**src/design/tgc_pkg.sv**
```systemverilog
package tgc_pkg;

  localparam int TRIG_TABLE_DEPTH = 256;
  localparam int TRIG_IDX_W       = $clog2(TRIG_TABLE_DEPTH);

  localparam int CFG_INDEX_W = 3;
  localparam int CFG_DATA_W  = 16;

  localparam logic [CFG_INDEX_W-1:0] CFG_IDX_DIRECTION_MODE = 3'd0;
  localparam logic [CFG_INDEX_W-1:0] CFG_IDX_PHASE_STEP     = 3'd1;
  localparam logic [CFG_INDEX_W-1:0] CFG_IDX_HALF_STRIDE    = 3'd2;
  localparam logic [CFG_INDEX_W-1:0] CFG_IDX_LIFT_HEIGHT    = 3'd3;
  localparam logic [CFG_INDEX_W-1:0] CFG_IDX_GROUND_Y       = 3'd4;
  localparam logic [CFG_INDEX_W-1:0] CFG_IDX_CENTRE_X       = 3'd5;
  localparam logic [CFG_INDEX_W-1:0] CFG_IDX_STAND_Y        = 3'd6;

  localparam logic [1:0] MODE_BACKWARD = 2'd0;
  localparam logic [1:0] MODE_FORWARD  = 2'd1;

  typedef struct packed {
    logic [1:0]         direction_mode;
    logic [15:0]        phase_step;
    logic [14:0]        half_stride;
    logic [14:0]        lift_height;
    logic signed [15:0] ground_y;
    logic signed [15:0] centre_x;
    logic signed [15:0] stand_y;
  } cfg_t;

  typedef struct packed {
    logic signed [15:0] front_left_x;
    logic signed [15:0] front_left_y;
    logic signed [15:0] front_right_x;
    logic signed [15:0] front_right_y;
    logic signed [15:0] rear_right_x;
    logic signed [15:0] rear_right_y;
    logic signed [15:0] rear_left_x;
    logic signed [15:0] rear_left_y;
    logic               cycle_wrap;
  } result_t;

  typedef logic signed [15:0] trig_tab_t [TRIG_TABLE_DEPTH];

  // Q1.14 sine, angle in 1/65536 turn, odd polynomial per quadrant
  function automatic logic signed [15:0] poly_sine(input logic [15:0] ang);
    logic [1:0]         q;
    logic [31:0]        r;
    logic [31:0]        z;
    logic [31:0]        z2;
    logic [31:0]        t;
    logic [31:0]        y;
    logic signed [15:0] ys;
    q  = ang[15:14];
    r  = {18'd0, ang[13:0]};
    z  = q[0] ? (32'd16384 - r) : r;
    z2 = (z * z) >> 14;
    t  = 32'd10512 - ((z2 * 32'd1160) >> 14);
    t  = 32'd25736 - ((z2 * t) >> 14);
    y  = (z * t) >> 14;
    ys = signed'(y[15:0]);
    return q[1] ? -ys : ys;
  endfunction

  function automatic trig_tab_t build_trig_table(input logic cosine);
    trig_tab_t   tab;
    int unsigned ang;
    for (int k = 0; k < TRIG_TABLE_DEPTH; k++) begin
      ang = ((k * 65536) / TRIG_TABLE_DEPTH) & 32'hFFFF;
      if (cosine) begin
        ang = (ang + 32'd16384) & 32'hFFFF;
      end
      tab[k] = poly_sine(ang[15:0]);
    end
    return tab;
  endfunction

  localparam trig_tab_t SINE_TABLE   = build_trig_table(1'b0);
  localparam trig_tab_t COSINE_TABLE = build_trig_table(1'b1);

  function automatic logic signed [15:0] sat16(input logic signed [18:0] v);
    if (v > 19'sd32767) begin
      return 16'sh7FFF;
    end else if (v < -19'sd32768) begin
      return 16'sh8000;
    end
    return v[15:0];
  endfunction

endpackage

```
**src/design/tgc_cfg_regs.sv**
```systemverilog
module tgc_cfg_regs
  import tgc_pkg::*;
(
  input  logic                   clk,
  input  logic                   rst,
  input  logic                   wr_en,
  input  logic [CFG_INDEX_W-1:0] wr_index,
  input  logic [CFG_DATA_W-1:0]  wr_data,
  output cfg_t                   cfg
);

  always_ff @(posedge clk) begin
    if (rst) begin
      cfg.direction_mode <= MODE_FORWARD;
      cfg.phase_step     <= 16'd2621;
      cfg.half_stride    <= 15'd800;
      cfg.lift_height    <= 15'd560;
      cfg.ground_y       <= -16'sd2400;
      cfg.centre_x       <= 16'sd0;
      cfg.stand_y        <= -16'sd2400;
    end else if (wr_en) begin
      unique case (wr_index)
        CFG_IDX_DIRECTION_MODE: cfg.direction_mode <= wr_data[1:0];
        CFG_IDX_PHASE_STEP:     cfg.phase_step     <= wr_data;
        CFG_IDX_HALF_STRIDE:    cfg.half_stride    <= wr_data[14:0];
        CFG_IDX_LIFT_HEIGHT:    cfg.lift_height    <= wr_data[14:0];
        CFG_IDX_GROUND_Y:       cfg.ground_y       <= signed'(wr_data);
        CFG_IDX_CENTRE_X:       cfg.centre_x       <= signed'(wr_data);
        CFG_IDX_STAND_Y:        cfg.stand_y        <= signed'(wr_data);
        default: ;
      endcase
    end
  end

endmodule

```
**src/design/tgc_datapath.sv**
```systemverilog
module tgc_datapath
  import tgc_pkg::*;
(
  input  logic        clk,
  input  logic        rst,
  input  cfg_t        cfg,
  input  logic        in_valid,
  output logic        in_ready,
  input  logic [15:0] in_phase,
  input  logic        in_wrap,
  output logic        out_valid,
  input  logic        out_ready,
  output result_t     out_result
);

  localparam int IDX_PROD_W = 17 + $clog2(TRIG_TABLE_DEPTH + 1);
  localparam int IDX_FULL_W = IDX_PROD_W - 16;

  // stage 1: table lookup and the two products
  logic                  first;
  logic [16:0]           u;
  logic [IDX_PROD_W-1:0] idx_prod;
  logic [IDX_FULL_W-1:0] idx_full;
  logic [TRIG_IDX_W-1:0] idx;
  logic signed [15:0]    sn;
  logic signed [15:0]    cs;
  logic signed [16:0]    cs_off;

  logic                  s1_valid;
  logic signed [30:0]    s1_sn_prod;
  logic [30:0]           s1_lift_prod;
  logic [16:0]           s1_u;
  logic                  s1_first;
  logic                  s1_wrap;

  // stage 2: cycloid fraction and lift y
  logic [30:0]           sn_rnd;
  logic signed [14:0]    sn_q16;
  logic signed [17:0]    f_raw;
  logic [16:0]           f_clamped;
  logic [30:0]           lift_rnd;
  logic [15:0]           lift;

  logic                  s2_valid;
  logic [16:0]           s2_f;
  logic signed [15:0]    s2_ly;
  logic                  s2_first;
  logic                  s2_wrap;

  // output stage
  logic [33:0]           d_prod;
  logic [16:0]           d;
  logic signed [15:0]    swing;
  logic signed [15:0]    stance;
  logic                  a_swing;
  logic                  stand;
  logic signed [15:0]    xa;
  logic signed [15:0]    xb;
  result_t               result_next;

  logic                  s1_ready;
  logic                  s2_ready;
  logic                  out_load;

  assign out_load = !out_valid || out_ready;
  assign s2_ready = !s2_valid || out_load;
  assign s1_ready = !s1_valid || s2_ready;
  assign in_ready = s1_ready;

  always_comb begin
    first    = (in_phase <= 16'd32768);
    u        = first ? {in_phase, 1'b0} : {in_phase - 16'd32768, 1'b0};
    idx_prod = IDX_PROD_W'(u) * IDX_PROD_W'(TRIG_TABLE_DEPTH);
    idx_full = idx_prod[IDX_PROD_W-1:16];
    // u of a full half cycle wraps back to entry zero
    if (idx_full >= IDX_FULL_W'(TRIG_TABLE_DEPTH)) begin
      idx = '0;
    end else begin
      idx = idx_full[TRIG_IDX_W-1:0];
    end
    sn     = SINE_TABLE[idx];
    cs     = COSINE_TABLE[idx];
    cs_off = 17'sd16384 - 17'(cs);
  end

  always_ff @(posedge clk) begin
    if (rst) begin
      s1_valid <= 1'b0;
    end else if (s1_ready) begin
      s1_valid <= in_valid;
    end
  end

  always_ff @(posedge clk) begin
    if (s1_ready && in_valid) begin
      s1_sn_prod   <= 31'(sn) * 31'sd41722;
      s1_lift_prod <= 31'(cfg.lift_height) * 31'(cs_off[15:0]);
      s1_u         <= u;
      s1_first     <= first;
      s1_wrap      <= in_wrap;
    end
  end

  always_comb begin
    // sin/(2*pi) in Q0.16, half rounded upward
    sn_rnd = s1_sn_prod + 31'sd32768;
    sn_q16 = signed'(sn_rnd[30:16]);
    f_raw  = signed'({1'b0, s1_u}) - 18'(sn_q16);
    if (f_raw < 18'sd0) begin
      f_clamped = 17'd0;
    end else if (f_raw > 18'sd65536) begin
      f_clamped = 17'd65536;
    end else begin
      f_clamped = f_raw[16:0];
    end
    lift_rnd = s1_lift_prod + 31'd16384;
    lift     = lift_rnd[30:15];
  end

  always_ff @(posedge clk) begin
    if (rst) begin
      s2_valid <= 1'b0;
    end else if (s2_ready) begin
      s2_valid <= s1_valid;
    end
  end

  always_ff @(posedge clk) begin
    if (s2_ready && s1_valid) begin
      s2_f     <= f_clamped;
      s2_ly    <= sat16(19'(cfg.ground_y) + signed'({3'b0, lift}));
      s2_first <= s1_first;
      s2_wrap  <= s1_wrap;
    end
  end

  always_comb begin
    d_prod = 34'({cfg.half_stride, 1'b0}) * 34'(s2_f) + 34'd32768;
    d      = d_prod[32:16];
    swing  = sat16(19'(cfg.centre_x) - signed'({4'b0, cfg.half_stride})
                   + signed'({2'b0, d}));
    stance = sat16(19'(cfg.centre_x) + signed'({4'b0, cfg.half_stride})
                   - signed'({2'b0, d}));
    a_swing = s2_first;
    stand   = 1'b0;
    case (cfg.direction_mode)
      MODE_FORWARD:  a_swing = s2_first;
      MODE_BACKWARD: a_swing = !s2_first;
      default:       stand = 1'b1;
    endcase
    xa = a_swing ? swing : stance;
    xb = a_swing ? stance : swing;
    if (stand) begin
      result_next.front_left_x  = cfg.centre_x;
      result_next.front_left_y  = cfg.stand_y;
      result_next.front_right_x = cfg.centre_x;
      result_next.front_right_y = cfg.stand_y;
      result_next.rear_right_x  = cfg.centre_x;
      result_next.rear_right_y  = cfg.stand_y;
      result_next.rear_left_x   = cfg.centre_x;
      result_next.rear_left_y   = cfg.stand_y;
    end else begin
      // diagonal pairs: front left with rear right lift in the first half
      result_next.front_left_x  = xa;
      result_next.front_left_y  = s2_first ? s2_ly : cfg.ground_y;
      result_next.front_right_x = xb;
      result_next.front_right_y = s2_first ? cfg.ground_y : s2_ly;
      result_next.rear_right_x  = xb;
      result_next.rear_right_y  = s2_first ? s2_ly : cfg.ground_y;
      result_next.rear_left_x   = xa;
      result_next.rear_left_y   = s2_first ? cfg.ground_y : s2_ly;
    end
    result_next.cycle_wrap = s2_wrap;
  end

  always_ff @(posedge clk) begin
    if (rst) begin
      out_valid <= 1'b0;
    end else if (out_load) begin
      out_valid <= s2_valid;
    end
  end

  always_ff @(posedge clk) begin
    if (out_load && s2_valid) begin
      out_result <= result_next;
    end
  end

endmodule

```
**src/design/trot_gait_cycloid_trajectory.sv**
```systemverilog
// Trot gait cycloid foot trajectory, four legs, Q11.4 mm targets.
// Throughput: one item per cycle while m_tready does not stall the output; set by the
// three-register pipeline (table/product, fraction/lift, stride product/select)
// and a single-add phase accumulator.
// Reset (rst, synchronous): phase cleared, pipeline emptied, registers to their defaults.
module trot_gait_cycloid_trajectory
  import tgc_pkg::*;
(
  input  logic                   clk,
  input  logic                   rst,
  input  logic                   s_tvalid,
  output logic                   s_tready,
  input  logic [7:0]             s_tdata,   // [0] tick, [7:1] zero
  output logic                   m_tvalid,
  input  logic                   m_tready,
  output logic [135:0]           m_tdata,   // front_left_x, front_left_y, front_right_x,
                                            // front_right_y, rear_right_x, rear_right_y,
                                            // rear_left_x, rear_left_y (16 each),
                                            // [128] cycle_wrap, [135:129] zero
  input  logic                   cfg_valid,
  output logic                   cfg_ready,
  input  logic [CFG_INDEX_W-1:0] cfg_index,
  input  logic [CFG_DATA_W-1:0]  cfg_data
);

  cfg_t        cfg;
  result_t     result;
  logic [15:0] gait_phase;
  logic [16:0] phase_sum;
  logic        accept;
  logic        wrap;

  assign cfg_ready = 1'b1;

  tgc_cfg_regs u_cfg_regs (
    .clk      (clk),
    .rst      (rst),
    .wr_en    (cfg_valid && cfg_ready),
    .wr_index (cfg_index),
    .wr_data  (cfg_data),
    .cfg      (cfg)
  );

  assign accept    = s_tvalid && s_tready;
  assign phase_sum = {1'b0, gait_phase} + {1'b0, cfg.phase_step};
  // phase restarts at zero on reaching one cycle, remainder dropped
  assign wrap      = s_tdata[0] && phase_sum[16];

  always_ff @(posedge clk) begin
    if (rst) begin
      gait_phase <= 16'd0;
    end else if (accept && s_tdata[0]) begin
      gait_phase <= phase_sum[16] ? 16'd0 : phase_sum[15:0];
    end
  end

  tgc_datapath u_datapath (
    .clk        (clk),
    .rst        (rst),
    .cfg        (cfg),
    .in_valid   (s_tvalid),
    .in_ready   (s_tready),
    .in_phase   (gait_phase),
    .in_wrap    (wrap),
    .out_valid  (m_tvalid),
    .out_ready  (m_tready),
    .out_result (result)
  );

  assign m_tdata = {7'd0, result.cycle_wrap,
                    result.rear_left_y, result.rear_left_x,
                    result.rear_right_y, result.rear_right_x,
                    result.front_right_y, result.front_right_x,
                    result.front_left_y, result.front_left_x};

`ifndef SYNTH
  a_idle_tick_holds_phase: assert property (@(posedge clk) disable iff (rst)
    (accept && !s_tdata[0]) |=> (gait_phase == $past(gait_phase)))
    else $error("idle tick moved the gait phase");

  a_phase_moves_on_accept: assert property (@(posedge clk) disable iff (rst)
    !accept |=> $stable(gait_phase))
    else $error("gait phase changed without an accepted item");

  a_stall_only_from_output: assert property (@(posedge clk) disable iff (rst)
    !s_tready |-> (m_tvalid && !m_tready))
    else $error("input stalled while output side was free");

  a_stand_mode_targets: assert property (@(posedge clk) disable iff (rst)
    (m_tvalid && cfg.direction_mode[1]) |->
      (m_tdata[15:0] == cfg.centre_x && m_tdata[127:112] == cfg.stand_y))
    else $error("stand mode item not at centre x and stand y");
`endif

endmodule

```
**config.mk**
```make
export PLATFORM = sky130hd
export DESIGN_NAME = trot_gait_cycloid_trajectory
export DESIGN_NICKNAME = d
export VERILOG_FILES = /design/src/design/tgc_pkg.sv /design/src/design/tgc_cfg_regs.sv /design/src/design/tgc_datapath.sv /design/src/design/trot_gait_cycloid_trajectory.sv
export SDC_FILE = /design/constraint.sdc
export NUM_CORES = 2
export LEC_CHECK = 0
export ABC_AREA = 1
export CORE_MARGIN = 2
export CORE_UTILIZATION = 47
export CTS_CLUSTER_DIAMETER = 50
export DETAILED_ROUTE_END_ITERATION = 8
export DONT_BUFFER_PORTS = 1
export GPL_TIMING_DRIVEN = 0
export HOLD_SLACK_MARGIN = 0.06
export PLACE_DENSITY = 0.58
export SLEW_MARGIN = 5
export SYNTH_ARGS = -nofsm -noshare
export SYNTH_HDL_FRONTEND = slang
export SYNTH_SLANG_ARGS = --single-unit
```
**constraint.sdc**
```tcl
create_clock -name clk -period 11.8 [get_ports clk]
set_input_delay 1.18 -clock clk [delete_from_list [all_inputs] [get_ports clk]]
set_output_delay 1.18 -clock clk [all_outputs]
set_load 0.03 [all_outputs]
```
==> flow_metrics.env <==
export IMPL_critical_path_buf_inv_count=12
export IMPL_finalCriticalPeriod_ns=11.22
export IMPL_dieHeight_um=304.9
export IMPL_ys_flop_type="edfxtp_1"
export IMPL_cts_made_buffers=34
export IMPL_antenna_left=0
export IMPL_ys_ff_latch=266
export IMPL_worstSetupPathType="flip-flop to flip-flop"
export IMPL_dr_total_vias=37220
export IMPL_cts_sinks=266
export IMPL_setup_ws_ns=0.5813
export IMPL_grt_pass1_wl_um=217800
export IMPL_synth_cell_types=65
export IMPL_cp_slowest_stage_delay_ns=0.58
export IMPL_crit_slowest_cell="ha_1"
export IMPL_holdBufCountCts=0
export IMPL_startpoint_type="flip-flop"
export IMPL_rsz0062_at_grt="false"
export IMPL_dp_hpwl_um=117600
export IMPL_routedWlPerCell_um=20.08
export IMPL_cts_tree="yes"
export IMPL_grt_total_usage_pct=30.22
export IMPL_gp_congestion=0.9815
export IMPL_io_pins=171
export IMPL_drive_gt1_share_pct=4.916
export IMPL_ys_top_cells_by_area="fa_1, ha_1, inv_1"
export IMPL_rows=110
export IMPL_crit_family="adder cells"
export IMPL_cp_arrival_ns=11.52
export IMPL_cap_viol_max_count=0
export IMPL_drv_slew=0
export IMPL_start_util_pct=47.36
export IMPL_viasPerCell=5.337
export IMPL_path_clk_slew_ns=0.06
export IMPL_antenna_found_initial=0
export IMPL_yosysTopAreaCellShare_pct=22.29
export IMPL_wirelength_um=140000
export IMPL_max_clock_path_buffers=3
export IMPL_hold_violations=0
export IMPL_worst_clock_skew_ns=0.03003
export IMPL_yosysTopAreaCell="fa_1"
export IMPL_avgSynthCellArea_um2=7.438
export IMPL_overflow=0
export IMPL_grt_max_degree=36
export IMPL_setup_viol=0
export IMPL_endpoint_kind="flip-flop"
export IMPL_grt_pass1_vias=37520
export IMPL_drtIter0Drc=3080
export IMPL_place_worst_setup_slack_ns=-0.3992
export IMPL_rrSetupSlack_ns=0.58
export IMPL_cp_common_cell="nand2_1"
export IMPL_synth_warnings=0
export IMPL_fmax_ghz=0.08914
export IMPL_synthCells=5723
export IMPL_port_buffers=0
export IMPL_synthArstFlopShare_pct=0
export IMPL_areaGrowthSynthToFinish_pct=6.478
export IMPL_cp_max_fo=21
export IMPL_root_buffer="clkbuf_16"
export IMPL_route_detailed_drc=0
export IMPL_worst_ep_required_time_ns=12.10
export IMPL_fin_crit_sh_pct=95.07
export IMPL_die_w_um=304.9
export IMPL_relSlewSlack_pct=23.18
export IMPL_hold_path_class="flip-flop to flip-flop"
export IMPL_core_region_area_mm2=0.08987
export IMPL_synth_area_mm2=0.04257
export IMPL_worst_slew_pin_slew_ns=1.148
export IMPL_firstDrtPassIters=5
export IMPL_die_area_mm2=0.09299
export IMPL_antenna_cells=0
export IMPL_nets=6711
export IMPL_status="completed"
export IMPL_yosysSeqAreaShare_pct=16.06
export IMPL_synth_edf_count=151
export IMPL_clkLatencyLatePin_ns=0.55
export IMPL_ctsHtreeMaxLevel=2
==> layout by cell type, fill, tap and decap left out, types with 37 or more instances in the layout <==
master | Yosys | layout
inv_1 | 1223 | 1220
nand2_1 | 1173 | 1173
fa_1 | 474 | 474
ha_1 | 433 | 432
nor2_1 | 397 | 396
nand3_1 | 301 | 301
a21oi_1 | 300 | 299
o21ai_0 | 296 | 295
clkbuf_1 | 149 | 154
edfxtp_1 | 151 | 151
xor2_1 | 143 | 143
dfxtp_1 | 115 | 115
buf_4 | 80 | 81
o211ai_1 | 40 | 40
nor3_1 | 40 | 40
xnor2_1 | 40 | 40
buf_2 | 36 | 38
nand4_1 | 38 | 38
nand2_2 | 37 | 37
==> worst paths after layout <==
path / to / startpoint / cells past startpoint
setup reg to reg: u_datapath.s1_lift_prod[29]$_DFFE_PP_ / gait_phase[9]$_SDFFE_PP0P_ / 42
setup / recovery: u_datapath.s1_lift_prod[29]$_DFFE_PP_ / gait_phase[9]$_SDFFE_PP0P_ / 42
hold reg to reg: u_datapath.s2_first$_DFFE_PP_ / u_datapath.s1_first$_DFFE_PP_ / 0
hold / removal: u_datapath.s2_first$_DFFE_PP_ / u_datapath.s1_first$_DFFE_PP_ / 0
==> worst register-to-register path, delay by kind of cell, from the launching register on <==
family,cells,cell delay [ns]
compound gates,7,1.94
flops,1,0.49
buf+inv,12,2.59
simple gates,14,1.79
fa+ha+maj,9,4.20
==> logic make-up after synthesis <==
kind of cell	count (synthesis)	synth area share [%]
xor+xnor	183	3.765
flops	266	16.06
compound gates	789	10.42
fa+ha+maj	907	35.02
simple gates	2059	20.37
other cells	2	0.01764
mux	3	0.09994
buf+inv	1514	14.25
==> through the flow <==
| step | util [%] | TNS (ns) | instances | cell area [um2] | hold WS, ns |
|---|---|---|---|---|---|
| 6_report | 50.43 | 0 | 6973 | 45320 | 0.4220 |
| 4_1_cts | 50.41 | 0 | 6972 | 45300 | 0.4227 |
| 2_1_floorplan | - | 0 | 5729 | 42590 | 0.4003 |
| 3_3_place_gp | 49.03 | -2.070 | 6905 | 44060 | 0.4042 |
| 3_5_place_dp | 49.17 | -1.617 | 6912 | 44190 | 0.4093 |
| 5_1_grt | 50.43 | 0 | 6973 | 45320 | 0.4224 |
==> state kept, by name, indices dropped and copies added, names as in the netlist <==
| name | cells |
|---|---|
| gait_phase | 16 |
| u_cfg_regs.cfg | 96 |
| u_datapath.out_result | 65 |
| u_datapath.out_valid | 1 |
| u_datapath.s1_first | 1 |
| u_datapath.s1_lift_prod | 17 |
| u_datapath.s1_sn_prod | 16 |
| u_datapath.s1_u | 16 |
| u_datapath.s1_valid | 1 |
| u_datapath.s1_wrap | 1 |
| u_datapath.s2_f | 17 |
| u_datapath.s2_first | 1 |
| u_datapath.s2_ly | 16 |
| u_datapath.s2_valid | 1 |
| u_datapath.s2_wrap | 1 |
==> routing by layer <==
layer / vias to the layer above / wire [um] / track usage [%]
met5: - / 0 / 0
li1: 17850 / - / -
met4: 0 / 5576 / 10.41
met3: 256 / 7294 / 3.080
met1: 17970 / 59380 / 38.82
met2: 1143 / 67750 / 52.92
==> synth_stat cells, types with 17 or more instances <==
cell and instances:
nor3_1 40, buf_2 36, inv_1 1223, fa_1 474, o21bai_1 30, o211ai_1 40
o22ai_1 27, nand4_1 38, nand3_1 301, xnor2_1 40, a21oi_1 300, nand2_1 1173
dfxtp_1 115, edfxtp_1 151, clkbuf_1 149, buf_4 80, or2_2 17, o21ai_0 296
nand2_2 37, xor2_1 143, nor2_1 397, ha_1 433
==> cell type report <==
| class | count | area (um2) |
|---|---|---|
| clock buffers | 44 | 908.4 |
| well taps | 1176 | 1471 |
| plain buffers | 278 | 1433 |
| fillers | 9167 | 44550 |
| flip-flops and latches | 266 | 6837 |
| inverters | 1235 | 4639 |
| multi-input cells | 3949 | 29720 |
| repair buffers | 8 | 107.6 |
| clock inverters | 17 | 206.4 |
==> repair_timing <==
action                     in CTS  in global routing
setup endpoints to repair       7                 11
resized for setup               1                 10
setup buffers                   0                  1
pin swaps                       0                  0
Power is left out: the tool's default activity adds up to more than one toggle a clock period on the data nets, which glitch-free logic cannot reach.
